$ cat src/sv/sha256_pkg.sv
package sha256_pkg;

  typedef logic [31:0] word_t;

  // Working variables a..h of one compression.
  typedef struct packed {
    word_t a;
    word_t b;
    word_t c;
    word_t d;
    word_t e;
    word_t f;
    word_t g;
    word_t h;
  } work_t;

  typedef enum logic [2:0] {
    ST_IDLE,
    ST_PAD,
    ST_ROUND,
    ST_FINAL,
    ST_OUT
  } state_t;

  localparam logic [5:0] LEN_POS    = 6'd56;
  localparam logic [5:0] LAST_POS   = 6'd63;
  localparam logic [7:0] PAD_MARKER = 8'h80;

  function automatic word_t round_k(input logic [5:0] t);
    word_t k;
    case (t)
      6'd0:  k = 32'h428a2f98;  6'd1:  k = 32'h71374491;
      6'd2:  k = 32'hb5c0fbcf;  6'd3:  k = 32'he9b5dba5;
      6'd4:  k = 32'h3956c25b;  6'd5:  k = 32'h59f111f1;
      6'd6:  k = 32'h923f82a4;  6'd7:  k = 32'hab1c5ed5;
      6'd8:  k = 32'hd807aa98;  6'd9:  k = 32'h12835b01;
      6'd10: k = 32'h243185be;  6'd11: k = 32'h550c7dc3;
      6'd12: k = 32'h72be5d74;  6'd13: k = 32'h80deb1fe;
      6'd14: k = 32'h9bdc06a7;  6'd15: k = 32'hc19bf174;
      6'd16: k = 32'he49b69c1;  6'd17: k = 32'hefbe4786;
      6'd18: k = 32'h0fc19dc6;  6'd19: k = 32'h240ca1cc;
      6'd20: k = 32'h2de92c6f;  6'd21: k = 32'h4a7484aa;
      6'd22: k = 32'h5cb0a9dc;  6'd23: k = 32'h76f988da;
      6'd24: k = 32'h983e5152;  6'd25: k = 32'ha831c66d;
      6'd26: k = 32'hb00327c8;  6'd27: k = 32'hbf597fc7;
      6'd28: k = 32'hc6e00bf3;  6'd29: k = 32'hd5a79147;
      6'd30: k = 32'h06ca6351;  6'd31: k = 32'h14292967;
      6'd32: k = 32'h27b70a85;  6'd33: k = 32'h2e1b2138;
      6'd34: k = 32'h4d2c6dfc;  6'd35: k = 32'h53380d13;
      6'd36: k = 32'h650a7354;  6'd37: k = 32'h766a0abb;
      6'd38: k = 32'h81c2c92e;  6'd39: k = 32'h92722c85;
      6'd40: k = 32'ha2bfe8a1;  6'd41: k = 32'ha81a664b;
      6'd42: k = 32'hc24b8b70;  6'd43: k = 32'hc76c51a3;
      6'd44: k = 32'hd192e819;  6'd45: k = 32'hd6990624;
      6'd46: k = 32'hf40e3585;  6'd47: k = 32'h106aa070;
      6'd48: k = 32'h19a4c116;  6'd49: k = 32'h1e376c08;
      6'd50: k = 32'h2748774c;  6'd51: k = 32'h34b0bcb5;
      6'd52: k = 32'h391c0cb3;  6'd53: k = 32'h4ed8aa4a;
      6'd54: k = 32'h5b9cca4f;  6'd55: k = 32'h682e6ff3;
      6'd56: k = 32'h748f82ee;  6'd57: k = 32'h78a5636f;
      6'd58: k = 32'h84c87814;  6'd59: k = 32'h8cc70208;
      6'd60: k = 32'h90befffa;  6'd61: k = 32'ha4506ceb;
      6'd62: k = 32'hbef9a3f7;  6'd63: k = 32'hc67178f2;
      default: k = '0;
    endcase
    return k;
  endfunction

  function automatic word_t init_hash(input logic [2:0] i);
    word_t v;
    case (i)
      3'd0: v = 32'h6a09e667;
      3'd1: v = 32'hbb67ae85;
      3'd2: v = 32'h3c6ef372;
      3'd3: v = 32'ha54ff53a;
      3'd4: v = 32'h510e527f;
      3'd5: v = 32'h9b05688c;
      3'd6: v = 32'h1f83d9ab;
      3'd7: v = 32'h5be0cd19;
      default: v = '0;
    endcase
    return v;
  endfunction

endpackage

$ cat src/sv/sha256_stream_hasher.sv
// SHA-256 hasher for a byte stream.
// Input channel: one item per message byte (s_tuser marks a byte as present);
// s_tlast on an item closes the message, with or without a byte.
// Output channel: eight 32-bit digest words, most significant first, with
// the word index on m_tuser and m_tlast on the eighth word.
// Bytes shift into a 512-bit block register. A byte that fills the block
// starts a compression: 64 rounds through one shared round unit, one per
// cycle, then a fold of the result into the chaining words.
// A closing item pads one byte per cycle (marker, zeros up to byte 56), then
// inserts the bit length and compresses; this gives one or two extra blocks
// before the first digest word.
// s_tready is low from an item that fills the block or ends the message until
// the block is idle again, and while digest words are pending. A stall on
// m_tready holds the current word; after the eighth word is taken the block
// reinitializes for the next message. Reset loads the initial hash values and
// clears the length count.
module sha256_stream_hasher
  import sha256_pkg::*;
(
  input  logic        clk,
  input  logic        rst,
  input  logic        s_tvalid,
  output logic        s_tready,
  input  logic [7:0]  s_tdata,   // [7:0] data_byte
  input  logic [0:0]  s_tuser,   // [0] byte_present
  input  logic        s_tlast,   // end_of_message
  output logic        m_tvalid,
  input  logic        m_tready,
  output logic [31:0] m_tdata,   // [31:0] digest_word
  output logic [2:0]  m_tuser,   // [2:0] word_index
  output logic        m_tlast    // last_word
);

  state_t       state;
  state_t       state_next;
  logic [511:0] blk;
  work_t        wv;
  word_t        hv [8];
  logic [5:0]   cnt;
  logic [63:0]  bitlen;
  logic [5:0]   round;
  logic [2:0]   idx;
  logic         closing;
  logic         marked;
  logic         last_blk;

  logic         accept;
  logic         start_round;
  work_t        wv_round;
  word_t        w_new;

  sha256_round u_round (
    .cur   (wv),
    .wt    (blk[511:480]),
    .kt    (round_k(round)),
    .w1    (blk[479:448]),
    .w9    (blk[223:192]),
    .w14   (blk[63:32]),
    .nxt   (wv_round),
    .w_new (w_new)
  );

  always_comb begin
    state_next = state;
    case (state)
      ST_IDLE: begin
        if (s_tvalid) begin
          if (s_tuser[0] && cnt == LAST_POS) begin
            state_next = ST_ROUND;
          end else if (s_tlast) begin
            state_next = ST_PAD;
          end
        end
      end
      ST_PAD: begin
        if (cnt == LAST_POS || (marked && cnt == LEN_POS)) begin
          state_next = ST_ROUND;
        end
      end
      ST_ROUND: begin
        if (round == LAST_POS) begin
          state_next = ST_FINAL;
        end
      end
      ST_FINAL: begin
        if (last_blk) begin
          state_next = ST_OUT;
        end else if (closing) begin
          state_next = ST_PAD;
        end else begin
          state_next = ST_IDLE;
        end
      end
      ST_OUT: begin
        if (m_tready && idx == 3'd7) begin
          state_next = ST_IDLE;
        end
      end
      default: state_next = ST_IDLE;
    endcase
  end

  always_comb begin
    s_tready    = (state == ST_IDLE);
    m_tvalid    = (state == ST_OUT);
    m_tdata     = hv[idx];
    m_tuser     = idx;
    m_tlast     = (idx == 3'd7);
    accept      = s_tvalid && s_tready;
    start_round = (state_next == ST_ROUND) && (state != ST_ROUND);
  end

  // Block register and working variables carry payload only.
  always_ff @(posedge clk) begin
    if (start_round) begin
      wv <= '{a: hv[0], b: hv[1], c: hv[2], d: hv[3],
              e: hv[4], f: hv[5], g: hv[6], h: hv[7]};
    end else if (state == ST_ROUND) begin
      wv <= wv_round;
    end

    case (state)
      ST_IDLE: begin
        if (accept && s_tuser[0]) begin
          blk <= {blk[503:0], s_tdata};
        end
      end
      ST_PAD: begin
        if (!marked) begin
          blk <= {blk[503:0], PAD_MARKER};
        end else if (cnt == LEN_POS) begin
          blk <= {blk[447:0], bitlen};
        end else begin
          blk <= {blk[503:0], 8'h00};
        end
      end
      ST_ROUND: begin
        blk <= {blk[479:0], w_new};
      end
      default: begin
      end
    endcase
  end

  always_ff @(posedge clk) begin
    if (rst) begin
      state    <= ST_IDLE;
      cnt      <= '0;
      bitlen   <= '0;
      round    <= '0;
      idx      <= '0;
      closing  <= 1'b0;
      marked   <= 1'b0;
      last_blk <= 1'b0;
      for (int i = 0; i < 8; i++) begin
        hv[i] <= init_hash(3'(i));
      end
    end else begin
      state <= state_next;
      if (start_round) begin
        round <= '0;
      end
      case (state)
        ST_IDLE: begin
          if (accept) begin
            closing <= s_tlast;
            marked  <= 1'b0;
            if (s_tuser[0]) begin
              cnt    <= cnt + 6'd1;
              bitlen <= bitlen + 64'd8;
            end
          end
        end
        ST_PAD: begin
          if (!marked) begin
            marked <= 1'b1;
            cnt    <= cnt + 6'd1;
          end else if (cnt == LEN_POS) begin
            cnt      <= '0;
            last_blk <= 1'b1;
          end else begin
            cnt <= cnt + 6'd1;
          end
        end
        ST_ROUND: begin
          round <= round + 6'd1;
        end
        ST_FINAL: begin
          idx   <= '0;
          hv[0] <= hv[0] + wv.a;
          hv[1] <= hv[1] + wv.b;
          hv[2] <= hv[2] + wv.c;
          hv[3] <= hv[3] + wv.d;
          hv[4] <= hv[4] + wv.e;
          hv[5] <= hv[5] + wv.f;
          hv[6] <= hv[6] + wv.g;
          hv[7] <= hv[7] + wv.h;
        end
        ST_OUT: begin
          if (m_tready) begin
            idx <= idx + 3'd1;
            if (idx == 3'd7) begin
              cnt      <= '0;
              bitlen   <= '0;
              closing  <= 1'b0;
              last_blk <= 1'b0;
              for (int i = 0; i < 8; i++) begin
                hv[i] <= init_hash(3'(i));
              end
            end
          end
        end
        default: begin
        end
      endcase
    end
  end

endmodule

$ cat src/sv/sha256_round.sv
// One compression round plus one step of the message schedule.
module sha256_round
  import sha256_pkg::*;
(
  input  work_t cur,
  input  word_t wt,
  input  word_t kt,
  input  word_t w1,
  input  word_t w9,
  input  word_t w14,
  output work_t nxt,
  output word_t w_new
);

  function automatic word_t ror(input word_t v, input int unsigned s);
    return (v >> s) | (v << (32 - s));
  endfunction

  word_t big0;
  word_t big1;
  word_t choose;
  word_t major;
  word_t t1;
  word_t t2;
  word_t sm0;
  word_t sm1;

  always_comb begin
    big1   = ror(cur.e, 6) ^ ror(cur.e, 11) ^ ror(cur.e, 25);
    choose = (cur.e & cur.f) ^ (~cur.e & cur.g);
    t1     = cur.h + big1 + choose + kt + wt;
    big0   = ror(cur.a, 2) ^ ror(cur.a, 13) ^ ror(cur.a, 22);
    major  = (cur.a & cur.b) ^ (cur.a & cur.c) ^ (cur.b & cur.c);
    t2     = big0 + major;

    nxt.h = cur.g;
    nxt.g = cur.f;
    nxt.f = cur.e;
    nxt.e = cur.d + t1;
    nxt.d = cur.c;
    nxt.c = cur.b;
    nxt.b = cur.a;
    nxt.a = t1 + t2;

    // Word t+16 of the schedule from words t, t+1, t+9 and t+14.
    sm0   = ror(w1, 7) ^ ror(w1, 18) ^ (w1 >> 3);
    sm1   = ror(w14, 17) ^ ror(w14, 19) ^ (w14 >> 10);
    w_new = wt + sm0 + w9 + sm1;
  end

endmodule

$ cat config.mk
export PLATFORM = sky130hd
export DESIGN_NAME = sha256_stream_hasher
export DESIGN_NICKNAME = d
export VERILOG_FILES = /design/src/sv/sha256_pkg.sv /design/src/sv/sha256_stream_hasher.sv /design/src/sv/sha256_round.sv
export SDC_FILE = /design/constraint.sdc
export NUM_CORES = 2
export LEC_CHECK = 0
export ABC_AREA = 1
export BUFFER_PORTS_ARGS = -buffer_cell sky130_fd_sc_hd__buf_2
export CAP_MARGIN = 10
export CORE_ASPECT_RATIO = 1.75
export CORE_MARGIN = 4
export CORE_UTILIZATION = 45
export DETAILED_ROUTE_END_ITERATION = 8
export SYNTH_ARGS = -nofsm -noshare
export SYNTH_HDL_FRONTEND = slang
export SYNTH_SLANG_ARGS = --single-unit
$ cat constraint.sdc
create_clock -name clk -period 29.1 [get_ports clk]
set_clock_uncertainty 0.1 [all_clocks]
set_input_delay 0 -clock clk [delete_from_list [all_inputs] [get_ports clk]]
set_output_delay 0 -clock clk [all_outputs]
set_load 0.05 [all_outputs]
Word-level counts from Yosys, hierarchy flattened
Memory sizes are Yosys's and may differ from the RTL's. A register that Yosys moved wholly into a read port is not among the register bits.
Index checks and enable logic that the tools add are counted.

cells by class
  add/sub/neg operators = 22
  equal/unequal tests = 17
  multiplexer cells = 110
  bitwise gates (word level) = 43
  reductions and logical operators = 22

operators by type and width
  kind                                           count
  2-to-1 mux 32 bit                              56
  2-to-1 mux 512 bit                             3
  case mux 512 bit (3 select lines)              1
  adder 32 bit                                   18
  2-to-1 mux 256 bit                             2
  XOR 32 bit                                     9
  2-to-1 mux 64 bit                              4
  AND 32 bit                                     5
  case mux 64 bit (2 select lines)               1
  adder 64 x 4 -> 64 bit, second input constant  1
  2-to-1 mux 6 bit                               10
  NOT 32 bit                                     1
  OR 10 x 32 -> 32 bit                           1
  OR 13 x 32 -> 32 bit                           1
  OR 14 x 32 -> 32 bit                           1
  OR 15 x 32 -> 32 bit                           1
  OR 19 x 32 -> 32 bit                           1
  OR 21 x 32 -> 32 bit                           1
  OR 25 x 32 -> 32 bit                           1
  OR 26 x 32 -> 32 bit                           1
  OR 30 x 32 -> 32 bit                           1
  OR 7 x 32 -> 32 bit                            1
  XOR 32 x 22 -> 32 bit                          1
  XOR 32 x 29 -> 32 bit                          1
  24 further kinds                               91

word-level totals
  bits in registers = 853
  bits in writable memories = 256
  memory bits (read-only) = 2048
  input bits = 14
  output and inout port bits = 38
  logic and storage cells = 233
  memories kept = 2

memory list
  memory            words  width  rd ports  clocked after Yosys merged registers in  wr ports  line                        source
  (name not given)  64     32     1         1                                        0         sha256_pkg.sv:31            case (t)
  hv                8      32     9         1                                        8         sha256_stream_hasher.sv:38  word_t hv [8];

Depth between registers and ports, before layout
  depth after elaboration = 11
  depth in mapped cells = 37
  mapped depth without buffers = 37

Modules after synthesis
From an unflattened synthesis, not the netlist that was laid out.

second synthesis, totals
  cells, all modules = 10634
  area, all modules = 84629.9 µm²

by module, submodules not included
  module                times used  cells each  area an instance (µm²)  sequential area each (µm²)
  sha256_stream_hasher  1           8186        67607.3                 31810.5
  sha256_round          1           2448        17022.6                 0.0

Worst setup path before layout
No wires, ideal clock.

  kind = flip-flop to flip-flop
  from = reg state[1]
  to = reg blk[0] (enable)
  setup time = 0.860 ns
  arrival = 10.751 ns
  required time = 28.140 ns
  slack = 17.388 ns
  cell stages (with the launch flop) = 7
  buffers on the path = 0
  cell sequence = dfxtp_1 -> inv_2 -> nand2_1 -> nor2_2 -> nand2_1 -> o21ai_0 -> inv_1

on the way
  word-level cells in the longest chain between the ends = 5

ends and longest elaborated chain
  item                                      line                         source
  start, declared                           sha256_stream_hasher.sv:34   state_t state;
  start signal, assigned                    sha256_stream_hasher.sv:159  state <= state_next;
  logical NOT 3 bit (*)                     sha256_stream_hasher.sv:104  s_tready = (state == ST_IDLE);
  named net s_tready                        sha256_stream_hasher.sv:23   output logic s_tready,
  logical AND 1 bit                         sha256_stream_hasher.sv:109  accept = s_tvalid && s_tready;
  logical AND 1 bit                         sha256_stream_hasher.sv:124  if (accept && s_tuser[0]) begin
  != test 2 x 1 -> 1 bit (no source line)   --
  AND reduction 2 bit (no source line) (*)  --
  end signal, assigned                      sha256_stream_hasher.sv:125  blk <= {blk[503:0], s_tdata};
  end signal, assigned                      sha256_stream_hasher.sv:130  blk <= {blk[503:0], PAD_MARKER};
  end signal, assigned                      sha256_stream_hasher.sv:132  blk <= {blk[447:0], bitlen};
  end, declared                             sha256_stream_hasher.sv:36   logic [511:0] blk;

The timed path passes the listed nets; every way through them passes the cells marked *.
A chain may end at the register's enable or synchronous reset.

Final worst setup path
  from = reg wv[110] (netlist name)
  to = reg wv[255] (netlist name) (data pin)

on the way
  word-level cells in the longest chain between the ends = 10

ends and longest elaborated chain
  item                                                                 line                         source
  start, declared                                                      sha256_stream_hasher.sv:37   work_t wv;
  start signal, assigned                                               sha256_stream_hasher.sv:116  wv <= '{a: hv[0], b: hv[1], c: hv[2], d: hv[3],
  start signal, assigned                                               sha256_stream_hasher.sv:119  wv <= wv_round;
  OR 21 x 32 -> 32 bit / OR 26 x 32 -> 32 bit (equally long branches)  sha256_round.sv:16           return (v >> s) | (v << (32 - s));
  XOR 32 bit (2 in a row)                                              sha256_round.sv:29           big1 = ror(cur.e, 6) ^ ror(cur.e, 11) ^ ror(cur.e, 25);
  adder 32 bit                                                         sha256_round.sv:31           t1 = cur.h + big1 + choose + kt + wt;
  adder 32 bit (*) (3 in a row)                                        sha256_round.sv:31
  adder 32 bit (*)                                                     sha256_round.sv:43           nxt.a = t1 + t2;
  2-to-1 mux 256 bit (*)                                               sha256_stream_hasher.sv:118  end else if (state == ST_ROUND) begin
  2-to-1 mux 256 bit (*)                                               sha256_stream_hasher.sv:115  if (start_round) begin

Mark *: on every way between the ends. The rest lies on a longest branch, timed or not. The select of a mux whose other input is x is not followed.

==> run_results.csv <==
group,metric,value,unit
timing,relSlewSlack,4.99,%
power,totalPowerFinal,6.34,mW
placement,buffer_ports.inserted,51,
critical_path,worst_path_dominant_cell_family,"adder cells",
critical_path,slowest_cp_cell,"sky130_fd_sc_hd__mux2i_1",
timing,setup_viol,0,
critical_path,startpoint_type,"flip-flop",
timing,tns,0,ps
global_routing,antenna_violations_before_repair,9,
critical_path,criticalPathCategory,"flip-flop to flip-flop",
critical_path,reg2reg_setup_slack,20750,ps
global_routing,grt_util_all_layers,40.8,%
synth,async_flop_share,0,%
detailed_routing,drc,0,
timing,layout_setup_ws,20750,ps
critical_path,worst_ep_required_time,29500,ps
cts,cts_buffer_depth,3,
detailed_routing,vias_per_cell,6.10,
cts,tritoncts_clock_tree,"yes",
die,core_footprint,184000,sq um
cells_and_area,mostFrequentLayoutCell,"sky130_fd_sc_hd__nand2_1",
global_routing,via_count_of_the_first_global_routing_pass,79050,
cts,cts_hold_buf,20,
global_routing,grt_start_max_net_pins,192,
detailed_routing,route.vias.total,78808,
synth,synth.ff_latch_count,1141,
synth,yosysUniqueCellTypes,63,
global_routing,grt.overflow.total,0,
timing,final-hold-violation-count,0,
synth,synth_sequential_area_ratio,38.1,%
timing,grt_setup_unrepaired,"no",
power,max-vdd-ir-drop,0.0719,mV
cells_and_area,drive_gt1_share,4.32,%
timing,report.final.slew_viol_count,0,
critical_path,worstPathBufferInverterCount,6,
die,pin_count,52,
cts,cts_root_buffer,"sky130_fd_sc_hd__clkbuf_16",
worst_hold_path,hold_class,"primary input to flip-flop",
cts,path_clk_slew,60,ps
cells_and_area,layout_common_cells,"sky130_fd_sc_hd__nand2_1, sky130_fd_sc_hd__inv_1, sky130_fd_sc_hd__edfxtp_1",
critical_path,critPathMaxFanout,8,
critical_path,crit_path_end_kind,"flip-flop",
global_routing,grt_first_pass_wirelength,565000,um
cells_and_area,area_growth_syn_to_layout,7.70,%
synth,synth.net_count,11221,
synth,cell_count_after_synthesis,10618,
cts,post_cts_resized,0,
die,floorplan.die_area,193000,sq um
detailed_routing,routed_wirelength,404000,um
placement,routabilityCongestion,1.10,
critical_path,critical-path-top-cell-by-count,"sky130_fd_sc_hd__inv_1",
run,drv.max_cap_violation_count,0,
placement,dpl.hpwl,315000,um
synth,synth_enable_flop_cells,896,
cts,cts.htree.levels,3,
cts,setup_fix_bufs_post_cts,0,
die,core.rowCount,208,
cts,cts_made_buffers,117,
cts,clock_sink_count,1141,
timing,slew_of_the_pin_with_the_lowest_slew_margin,1410,ps
cells_and_area,layout.cells.non_filler,12926,
power,power.static_leakage,38.0,nW
detailed_routing,drtAntennaViolNets,0,
cells_and_area,final_nets,11007,
synth,ys.flop_type,"sky130_fd_sc_hd__edfxtp_1",
power,powerDensity,70.5,nW/um^2
placement,dpl.cell_count,12672,
synth,syn-cell-area,83500,sq um
cells_and_area,layout.core_utilization,48.9,%
synth,synthesis.yosys.warnings,0,
synth,post_synth.cell_area_avg,7.86,sq um
timing,fmax,120,MHz
critical_path,delay_of_the_slowest_cell_on_the_worst_path,970,ps
detailed_routing,drt-initial-drc-count,7819,
run_status,run_status,"finished, final reports clean",
die,die_height,578,um
critical_path,worst-endpoint-arrival,8750,ps
cts,insertion_delay,810,ps
timing,final.min_clock_period,8350,ps
timing,timing.final.crit_share,28.7,%
die,starting_density,45.4,%
detailed_routing,drt-wirelength-per-cell,31.3,um
placement,pre_cts_slack,21260,ps
die,die_w,334,um
detailed_routing,pre_antenna_drt_iters,9,
==> sequential cells by signal, indices dropped and copies added, names as in the netlist, named ones only <==
| name | cells |
|---|---|
| blk | 512 |
| hv | 256 |
| wv | 256 |
| bitlen | 61 |
| u_round.kt | 32 |
| cnt | 6 |
| round | 6 |
| m_tuser | 3 |
| state | 3 |
| closing | 1 |
| last_blk | 1 |
| marked | 1 |
==> metrics by stage <==
step,hold slack (ps),cell area (sq um)
after global routing,33.5,89900
after global placement,202,85600
after CTS,15.1,89800
after detailed placement,209,85600
after floorplan,49.1,83500
final,30.9,89900
==> cell type report <==
type | instances | area, sq um
multi-input cells | 7716 | 45000
diodes | 3 | 7.51
inverters | 1267 | 4780
clock buffers | 150 | 3220
clock inverters | 73 | 820
repair buffers | 161 | 1200
well taps | 2415 | 3020
fillers | 18333 | 94100
flip-flops and latches | 1141 | 31800
==> cell usage after synthesis, types with 9 or more instances <==
library cell / instances / area, sq um
sky130_fd_sc_hd__a21o_1: 59 / 443
sky130_fd_sc_hd__nand4_1: 125 / 782
sky130_fd_sc_hd__o221ai_1: 103 / 902
sky130_fd_sc_hd__xnor2_1: 192 / 1680
sky130_fd_sc_hd__nand3_1: 540 / 2700
sky130_fd_sc_hd__a21oi_1: 773 / 3870
sky130_fd_sc_hd__inv_1: 1254 / 4710
sky130_fd_sc_hd__o21a_1: 36 / 270
sky130_fd_sc_hd__a221oi_1: 12 / 105
sky130_fd_sc_hd__nor3_1: 119 / 596
sky130_fd_sc_hd__nor4_1: 25 / 156
sky130_fd_sc_hd__nor2_1: 592 / 2220
sky130_fd_sc_hd__or2_2: 50 / 313
sky130_fd_sc_hd__xor2_1: 228 / 2000
sky130_fd_sc_hd__a21boi_0: 36 / 270
sky130_fd_sc_hd__buf_1: 28 / 105
sky130_fd_sc_hd__ha_1: 394 / 4930
sky130_fd_sc_hd__inv_2: 9 / 33.8
sky130_fd_sc_hd__clkbuf_1: 402 / 1510
sky130_fd_sc_hd__mux2i_1: 21 / 210
sky130_fd_sc_hd__dfxtp_1: 245 / 4900
sky130_fd_sc_hd__nand2_2: 13 / 81.3
sky130_fd_sc_hd__buf_2: 59 / 295
sky130_fd_sc_hd__a211oi_1: 10 / 75.1
sky130_fd_sc_hd__fa_1: 195 / 3900
sky130_fd_sc_hd__edfxtp_1: 896 / 26900
sky130_fd_sc_hd__nand3b_1: 21 / 158
sky130_fd_sc_hd__o21ai_0: 866 / 4330
sky130_fd_sc_hd__o211ai_1: 62 / 465
sky130_fd_sc_hd__o21bai_1: 71 / 533
sky130_fd_sc_hd__a22oi_1: 406 / 3050
sky130_fd_sc_hd__a31oi_1: 71 / 444
sky130_fd_sc_hd__nand2_1: 2620 / 9830
sky130_fd_sc_hd__o21ai_1: 9 / 45.0
==> tightest hold or removal path: stages <==
cell,delay (ps)
sky130_fd_sc_hd__dlygate4sd3_1,550
sky130_fd_sc_hd__buf_2,130
sky130_fd_sc_hd__a22o_1,120
==> routing by layer <==
layer	up-vias	wire (um)	part of all wire [%]	GRT usage (%)
li1	35726	-	-	-
met5	-	0	0	0
met4	0	59800	15	47.0
met3	1590	24300	6.0	7.14
met1	37718	121000	30	36.8
met2	3774	200000	49	72.0
==> kinds of logic (layout without fill, tap and decap cells) <==
group / after synthesis / in the layout / synth area share [%]
AND/OR/NAND/NOR: 4133 / 4133 / 20.5
multiplexers: 25 / 25 / 0.306
flip-flops: 1141 / 1141 / 38.1
buffers and inverters: 1761 / 1651 / 8.04
other: 0 / 3 / 0
AO/OA/AOI/OAI: 2548 / 2548 / 18.1
XOR/XNOR: 420 / 420 / 4.41
adder cells (fa/ha/maj): 590 / 590 / 10.6
==> final timing paths <==
kind | startpoint | to | cells after the start
max | wv[110]$_DFFE_PN_ | wv[255]$_DFFE_PN_ | 29
min | s_tdata[2] | blk[2]$_DFFE_PP_ | 3
max reg2reg | wv[110]$_DFFE_PN_ | wv[255]$_DFFE_PN_ | 29
min reg2reg | last_blk$_SDFFE_PP0P_ | state[2]$_SDFF_PP0_ | 2
==> power breakdown <==
part           switching [mW]  internal [mW]
clock                   0.753          0.897
sequential              0.118           1.94
combinational            1.84          0.790
total                    2.71           3.63
Note: power is estimated with default switching activity, not from simulation.
